[src/design/bfe_pkg.sv]
// Types and constants of the block floating-point encoder.
// No dependencies.
package bfe_pkg;

  localparam int unsigned NumLanes  = 8;
  localparam int unsigned ValueW    = 32;
  localparam int unsigned CountW    = 4;
  localparam int unsigned ExpW      = 8;
  localparam int unsigned FracW     = 7;
  localparam int unsigned MantW     = FracW + 1;
  localparam int unsigned WordW     = MantW + 1;
  localparam int unsigned PackedW   = NumLanes * WordW + ExpW;
  localparam int unsigned LowW      = 64;
  localparam int unsigned HighW     = PackedW - LowW;

  // Lane fields after rounding to the top 16 bits of the float32 pattern.
  typedef struct packed {
    logic             valid;
    logic             sign;
    logic [ExpW-1:0]  exp;
    logic [FracW-1:0] frac;
  } lane_t;

endpackage

[src/design/float32_to_block_float80_encoder.sv]
// Top level of the block floating-point encoder: input register stage,
// exponent merge, lane alignment and the output register. Depends on bfe_pkg.
//
// One group of eight float32 patterns is taken per clock cycle; busy_o is
// always low. Each transaction yields one 80-bit word on packed_low_o /
// packed_high_o at the end of the pipeline, shown for a single cycle with
// done_o high. The receiver cannot stall: it must take the word in that
// cycle. The three stages are lane rounding, the exponent max tree across the
// lanes, and per-lane shift and rounding; each ends in a register.
module float32_to_block_float80_encoder (
  input  logic                          clk_i,
  input  logic                          rst_ni,
  input  logic                          start_i,
  output logic                          busy_o,
  input  logic [bfe_pkg::ValueW-1:0]    value_0_i,
  input  logic [bfe_pkg::ValueW-1:0]    value_1_i,
  input  logic [bfe_pkg::ValueW-1:0]    value_2_i,
  input  logic [bfe_pkg::ValueW-1:0]    value_3_i,
  input  logic [bfe_pkg::ValueW-1:0]    value_4_i,
  input  logic [bfe_pkg::ValueW-1:0]    value_5_i,
  input  logic [bfe_pkg::ValueW-1:0]    value_6_i,
  input  logic [bfe_pkg::ValueW-1:0]    value_7_i,
  input  logic [bfe_pkg::CountW-1:0]    valid_count_i,
  output logic                          done_o,
  output logic [bfe_pkg::LowW-1:0]      packed_low_o,
  output logic [bfe_pkg::HighW-1:0]     packed_high_o
);
  import bfe_pkg::*;

  logic [ValueW-1:0]          values [NumLanes];
  lane_t [NumLanes-1:0]       lanes_d;
  lane_t [NumLanes-1:0]       s1_lanes_q;
  lane_t [NumLanes-1:0]       s2_lanes_q;
  logic [ExpW-1:0]            shared_d;
  logic [ExpW-1:0]            s2_exp_q;
  logic [WordW-1:0]           words [NumLanes];
  logic [PackedW-1:0]         packed_d;
  logic [PackedW-1:0]         packed_q;
  logic                       s1_vld_q;
  logic                       s2_vld_q;
  logic                       done_q;

  assign values[0] = value_0_i;
  assign values[1] = value_1_i;
  assign values[2] = value_2_i;
  assign values[3] = value_3_i;
  assign values[4] = value_4_i;
  assign values[5] = value_5_i;
  assign values[6] = value_6_i;
  assign values[7] = value_7_i;

  for (genvar g = 0; g < NumLanes; g++) begin : g_round
    bfe_round u_round (
      .value_i      (values[g]),
      .lane_valid_i (valid_count_i > CountW'(g)),
      .lane_o       (lanes_d[g])
    );
  end

  bfe_max u_max (
    .lanes_i      (s1_lanes_q),
    .shared_exp_o (shared_d)
  );

  for (genvar g = 0; g < NumLanes; g++) begin : g_shift
    bfe_shift u_shift (
      .lane_i       (s2_lanes_q[g]),
      .shared_exp_i (s2_exp_q),
      .word_o       (words[g])
    );
  end

  always_comb begin
    packed_d = '0;
    for (int i = 0; i < NumLanes; i++) begin
      packed_d[WordW*i +: WordW] = words[i];
    end
    packed_d[PackedW-1 -: ExpW] = s2_exp_q;
  end

  // payload pipeline
  always_ff @(posedge clk_i) begin
    s1_lanes_q <= lanes_d;
    s2_lanes_q <= s1_lanes_q;
    s2_exp_q   <= shared_d;
    packed_q   <= packed_d;
  end

  // transaction valid pipeline
  always_ff @(posedge clk_i or negedge rst_ni) begin
    if (!rst_ni) begin
      s1_vld_q <= 1'b0;
      s2_vld_q <= 1'b0;
      done_q   <= 1'b0;
    end else begin
      s1_vld_q <= start_i;
      s2_vld_q <= s1_vld_q;
      done_q   <= s2_vld_q;
    end
  end

  assign busy_o        = 1'b0;
  assign done_o        = done_q;
  assign packed_low_o  = packed_q[LowW-1:0];
  assign packed_high_o = packed_q[PackedW-1:LowW];

endmodule

[src/design/bfe_round.sv]
// Per-lane front end: rounds a float32 pattern to 16 bits and splits its fields.
// Depends on bfe_pkg.
module bfe_round (
  input  logic [bfe_pkg::ValueW-1:0] value_i,
  input  logic                       lane_valid_i,
  output bfe_pkg::lane_t             lane_o
);
  import bfe_pkg::*;

  logic [15:0] upper;

  // Adding 0x8000 and clearing the low half only touches the top 16 bits.
  assign upper = value_i[31:16] + 16'(value_i[15]);

  assign lane_o.valid = lane_valid_i;
  assign lane_o.sign  = upper[15];
  assign lane_o.exp   = upper[14:7];
  assign lane_o.frac  = upper[6:0];

endmodule

[src/design/bfe_max.sv]
// Merge stage: largest exponent over the valid lanes, zero when none is valid.
// Depends on bfe_pkg.
module bfe_max (
  input  bfe_pkg::lane_t [bfe_pkg::NumLanes-1:0] lanes_i,
  output logic [bfe_pkg::ExpW-1:0]               shared_exp_o
);
  import bfe_pkg::*;

  logic [ExpW-1:0] lvl0 [NumLanes];
  logic [ExpW-1:0] lvl1 [NumLanes/2];
  logic [ExpW-1:0] lvl2 [NumLanes/4];

  always_comb begin
    for (int i = 0; i < NumLanes; i++) begin
      lvl0[i] = lanes_i[i].valid ? lanes_i[i].exp : '0;
    end
    for (int i = 0; i < NumLanes/2; i++) begin
      lvl1[i] = (lvl0[2*i] > lvl0[2*i+1]) ? lvl0[2*i] : lvl0[2*i+1];
    end
    for (int i = 0; i < NumLanes/4; i++) begin
      lvl2[i] = (lvl1[2*i] > lvl1[2*i+1]) ? lvl1[2*i] : lvl1[2*i+1];
    end
    shared_exp_o = (lvl2[0] > lvl2[1]) ? lvl2[0] : lvl2[1];
  end

endmodule

[src/design/bfe_shift.sv]
// Per-lane back end: aligns the mantissa to the shared exponent and rounds.
// Depends on bfe_pkg.
module bfe_shift (
  input  bfe_pkg::lane_t              lane_i,
  input  logic [bfe_pkg::ExpW-1:0]    shared_exp_i,
  output logic [bfe_pkg::WordW-1:0]   word_o
);
  import bfe_pkg::*;

  logic [ExpW-1:0]  shift;
  logic [2:0]       sh;
  logic [MantW-1:0] full;
  logic [MantW-1:0] mant;

  assign shift = shared_exp_i - lane_i.exp;
  assign sh    = shift[2:0];
  assign full  = {1'b1, lane_i.frac};

  always_comb begin
    priority if (!lane_i.valid) begin
      mant = '0;
    end else if (shift == '0) begin
      mant = full;
    end else if (shift >= ExpW'(MantW)) begin
      mant = '0;
    end else begin
      // round with the last bit shifted out
      mant = (full >> sh) + MantW'(lane_i.frac[sh - 3'd1]);
    end
  end

  assign word_o = {(mant != '0) & lane_i.sign, mant};

endmodule

[config.mk]
export PLATFORM = sky130hd
export DESIGN_NAME = float32_to_block_float80_encoder
export DESIGN_NICKNAME = d
export VERILOG_FILES = /design/src/design/bfe_pkg.sv /design/src/design/float32_to_block_float80_encoder.sv /design/src/design/bfe_round.sv /design/src/design/bfe_max.sv /design/src/design/bfe_shift.sv
export SDC_FILE = /design/constraint.sdc
export NUM_CORES = 1
export LEC_CHECK = 0
export BUFFER_PORTS_ARGS = -buffer_cell sky130_fd_sc_hd__buf_2
export CAP_MARGIN = 30
export CORE_ASPECT_RATIO = 1.2
export CORE_MARGIN = 8
export CORE_UTILIZATION = 35
export DETAILED_ROUTE_END_ITERATION = 8
export PLACE_DENSITY_LB_ADDON = 0.08
export SYNTH_ARGS = -nofsm -noshare
export SYNTH_HDL_FRONTEND = slang
export SYNTH_SLANG_ARGS = --single-unit
[constraint.sdc]
create_clock -name clk_i -period 8.11 [get_ports clk_i]
set_input_delay 1.2165 -clock clk_i [delete_from_list [all_inputs] [get_ports clk_i]]
set_output_delay 1.2165 -clock clk_i [all_outputs]
set_load 0.005 [all_outputs]
==> out/metrics.yaml <==
outcome: "complete, no violations"
number_of_global_route_vias_before_repair: 15600
critical-path-max-stage-delay_ns: 0.71
timing.critical_path.arrival_ns: 7.08
yosysTopAreaCellShare_pct: 37.4
setup_viol: 0
synth-edff-count: 0
max_freq_mhz: 151
nNetsFinal: 2783
list_of_most_frequent_post_synthesis_cells: "sky130_fd_sc_hd__dfxtp_1 (360), sky130_fd_sc_hd__nand2_1 (234), sky130_fd_sc_hd__ha_1 (152)"
grt_antenna_before_repair: 8
post_synth_arst_share_pct: 0.826
min_delay_worst_type: "flip-flop to flip-flop"
worst_clock_skew_ns: 0.0152
post-place-ws_ns: 1.52
synth_seq_cells: 363
synth_area_um2: 19300
dieHeight_um: 273
std_cell_rows: 94
ff2ff_path_depth: 26
gpl.final_weighted_congestion: 0.878
area.sequential_um2: 7280
boundaryPins: 345
floorplan.die_area_um2: 62800
globalRoute.totalOverflow: 0
cp-start-kind: "flip-flop"
tritoncts: "done"
final.period_utilization_pct: 81.6
maximum_number_of_pins_on_one_net_before_global_route_repair: 22
detail_route.iter0.violations: 759
post-place-cells: 3037
cts-hold-fix-buffers: 0
wire_length_of_the_first_global_routing_pass_um: 79900
post_drt_wl_per_cell_um: 16.0
synth_top_cell_by_area: "sky130_fd_sc_hd__dfxtp_1"
crit_path_top_delay_cell: "sky130_fd_sc_hd__o2bb2ai_1"
synth_top_flop_cell: "sky130_fd_sc_hd__dfxtp_1"
area.growth.synth_to_final_pct: 16.4
hpwlAfterDp_um: 38600
crit_type: "flip-flop to flip-flop"
multiInputGateArea_um2: 11200
worst-slew-pin-transition_ns: 0.929
filler_cell_count: 5507
post_route_cells_drive_above_1_share_pct: 15.8
num_vias: 15500
syn-instance-count: 2149
detailedRoute.firstPassIterationCount: 5
final.min_clock_period_ns: 6.62
timing.max_cap.violations: 0
tns_ns: 0
critical_path_endpoint_category: "flip-flop"
cts.repair_timing.setup_buffer_count: 0
die_width_um: 230
powerDensity_nw_per_um2: 390
p_leak_nw: 10.2
tritoncts_sinks: 363
report.final.slew_viol_count: 0
ir_drop_v: 0.000195
grt_setup_unrepaired: "false"
timing.final.hold_violations: 0
floorplan.initialDensity_pct: 35.3
worst_path_most_repeated_cell: "sky130_fd_sc_hd__o21ai_0"
numPortBuffers: 223
drcViolationCount: 0
track_usage_pct: 15.5
h-tree-depth: 2
seq_area_frac_synth_pct: 37.8
later_pin_clock_latency_in_the_skew_report_ns: 0.55
synth_top_cells_by_area: "sky130_fd_sc_hd__dfxtp_1 (37%), sky130_fd_sc_hd__ha_1 (9.9%), sky130_fd_sc_hd__xnor2_1 (5.8%)"
layout.cells.non_filler: 3108
postSynthNetCount: 2572
postSynthAreaPerCell_um2: 8.96
root_buffer: "sky130_fd_sc_hd__clkbuf_16"
placeableCoreArea_um2: 54600
final.setup.worst_slack_ns: 1.49
max_buffers_root_to_sink: 3
overall_power_consumption_mw: 8.75
relative_max_transition_margin_pct: 37.8
most_frequent_cell_after_synthesis: "sky130_fd_sc_hd__dfxtp_1"
route.antenna.remaining_nets: 0
synth-warning-count: 0
routed_via_density: 4.98
critical_path_peak_fanout: 18
worst_hold_path.num_cells: 0
cts-buffers-inserted: 41
post_cts_resize_count: 0
worst-endpoint-required_ns: 8.58
final_wirelength_um: 49600
clkSlewWorstSetupHoldPaths_ns: 0.06
yosys.cell_types.count: 84
[state kept, by name, summed over array words and instances (netlist names)]
name,flops
s2_vld_q,1
s1_lanes_q,136
s2_lanes_q,136
done_o,1
s2_exp_q,8
s1_vld_q,1
packed_q,80
[where the power goes]
part	internal (mW)	switching, mW	total, mW
Combinational	2.04	2.70	4.75
Sequential	1.96	0.163	2.12
Clock	1.15	0.727	1.88
[layout make-up]
cell class / instances / area share, %
multi-input cells: 1575 / 49.8
flip-flops and latches: 363 / 32.5
repair buffers: 228 / 5.15
clock buffers: 55 / 4.99
well taps: 720 / 4.02
inverters: 151 / 2.53
clock inverters: 13 / 0.988
diodes: 3 / 0.0335
[per-layer routing]
| layer | wire length [um] | vias to the layer above | GRT usage [%] |
|---|---|---|---|
| met5 | 10 | - | 0 |
| met4 | 1650 | 2 | 5.81 |
| met3 | 1950 | 97 | 3.01 |
| met2 | 25000 | 258 | 28.2 |
| met1 | 21000 | 7200 | 17.7 |
| li1 | - | 7917 | - |
[worst paths after layout]
kind | start | to | slack, ns
setup / recovery | s1_lanes_q[67] | s2_exp_q[1] | 1.49
hold / removal | s1_lanes_q[34] | s2_lanes_q[34] | 0.32
setup reg to reg | s1_lanes_q[67] | s2_exp_q[1] | 1.49
hold reg to reg | s1_lanes_q[34] | s2_lanes_q[34] | 0.32
max in group asynchronous | rst_ni | s1_vld_q | 7.56
min in group asynchronous | rst_ni | done_o | 0.45
[through the flow]
step	hold slack (ns)	utilization, %	area [um^2]
CTS	0.318	41.1	22400
detailed placement	0.312	38.6	21100
floorplan	0.310	-	19300
global placement	0.310	38.6	21100
global route	0.320	41.1	22400
finish	0.318	41.1	22400
[placed cells by master, fill, tap and decap left out, types with 41 or more instances in the layout]
cell / synthesis / final
sky130_fd_sc_hd__nand2_1: 234 / 234
sky130_fd_sc_hd__mux2i_1: 78 / 78
sky130_fd_sc_hd__o21ai_0: 96 / 96
sky130_fd_sc_hd__buf_2: 15 / 223
sky130_fd_sc_hd__clkbuf_16: 0 / 41
sky130_fd_sc_hd__ha_1: 152 / 152
sky130_fd_sc_hd__xor2_1: 56 / 56
sky130_fd_sc_hd__dfxtp_1: 360 / 359
sky130_fd_sc_hd__nor2_1: 141 / 141
sky130_fd_sc_hd__a21oi_1: 112 / 112
sky130_fd_sc_hd__inv_1: 145 / 145
sky130_fd_sc_hd__xnor2_1: 128 / 128
sky130_fd_sc_hd__nand3_1: 94 / 94
[worst max-delay path: cells and delay by family, from the launching register on]
family	cells	cell delay (ns)
compound gates	14	2.89
simple gates	6	1.44
fa+ha+maj	3	0.93
flops	1	0.66
mux	1	0.44
buf+inv	2	0.16
[kinds of logic (layout without fill, tap and decap cells)]
kind of cell	after synthesis	in the layout	share of synthesized area, %
AND/OR/NAND/NOR	704	704	17.5
AO/OA/AOI/OAI	400	400	13.4
flip-flops	363	363	37.8
buffers and inverters	211	447	4.23
XOR/XNOR	185	185	8.45
adder cells (fa/ha/maj)	161	161	10.8
multiplexers	124	124	7.82
other	1	4	0.0195
(Power assumes the default switching activity.)
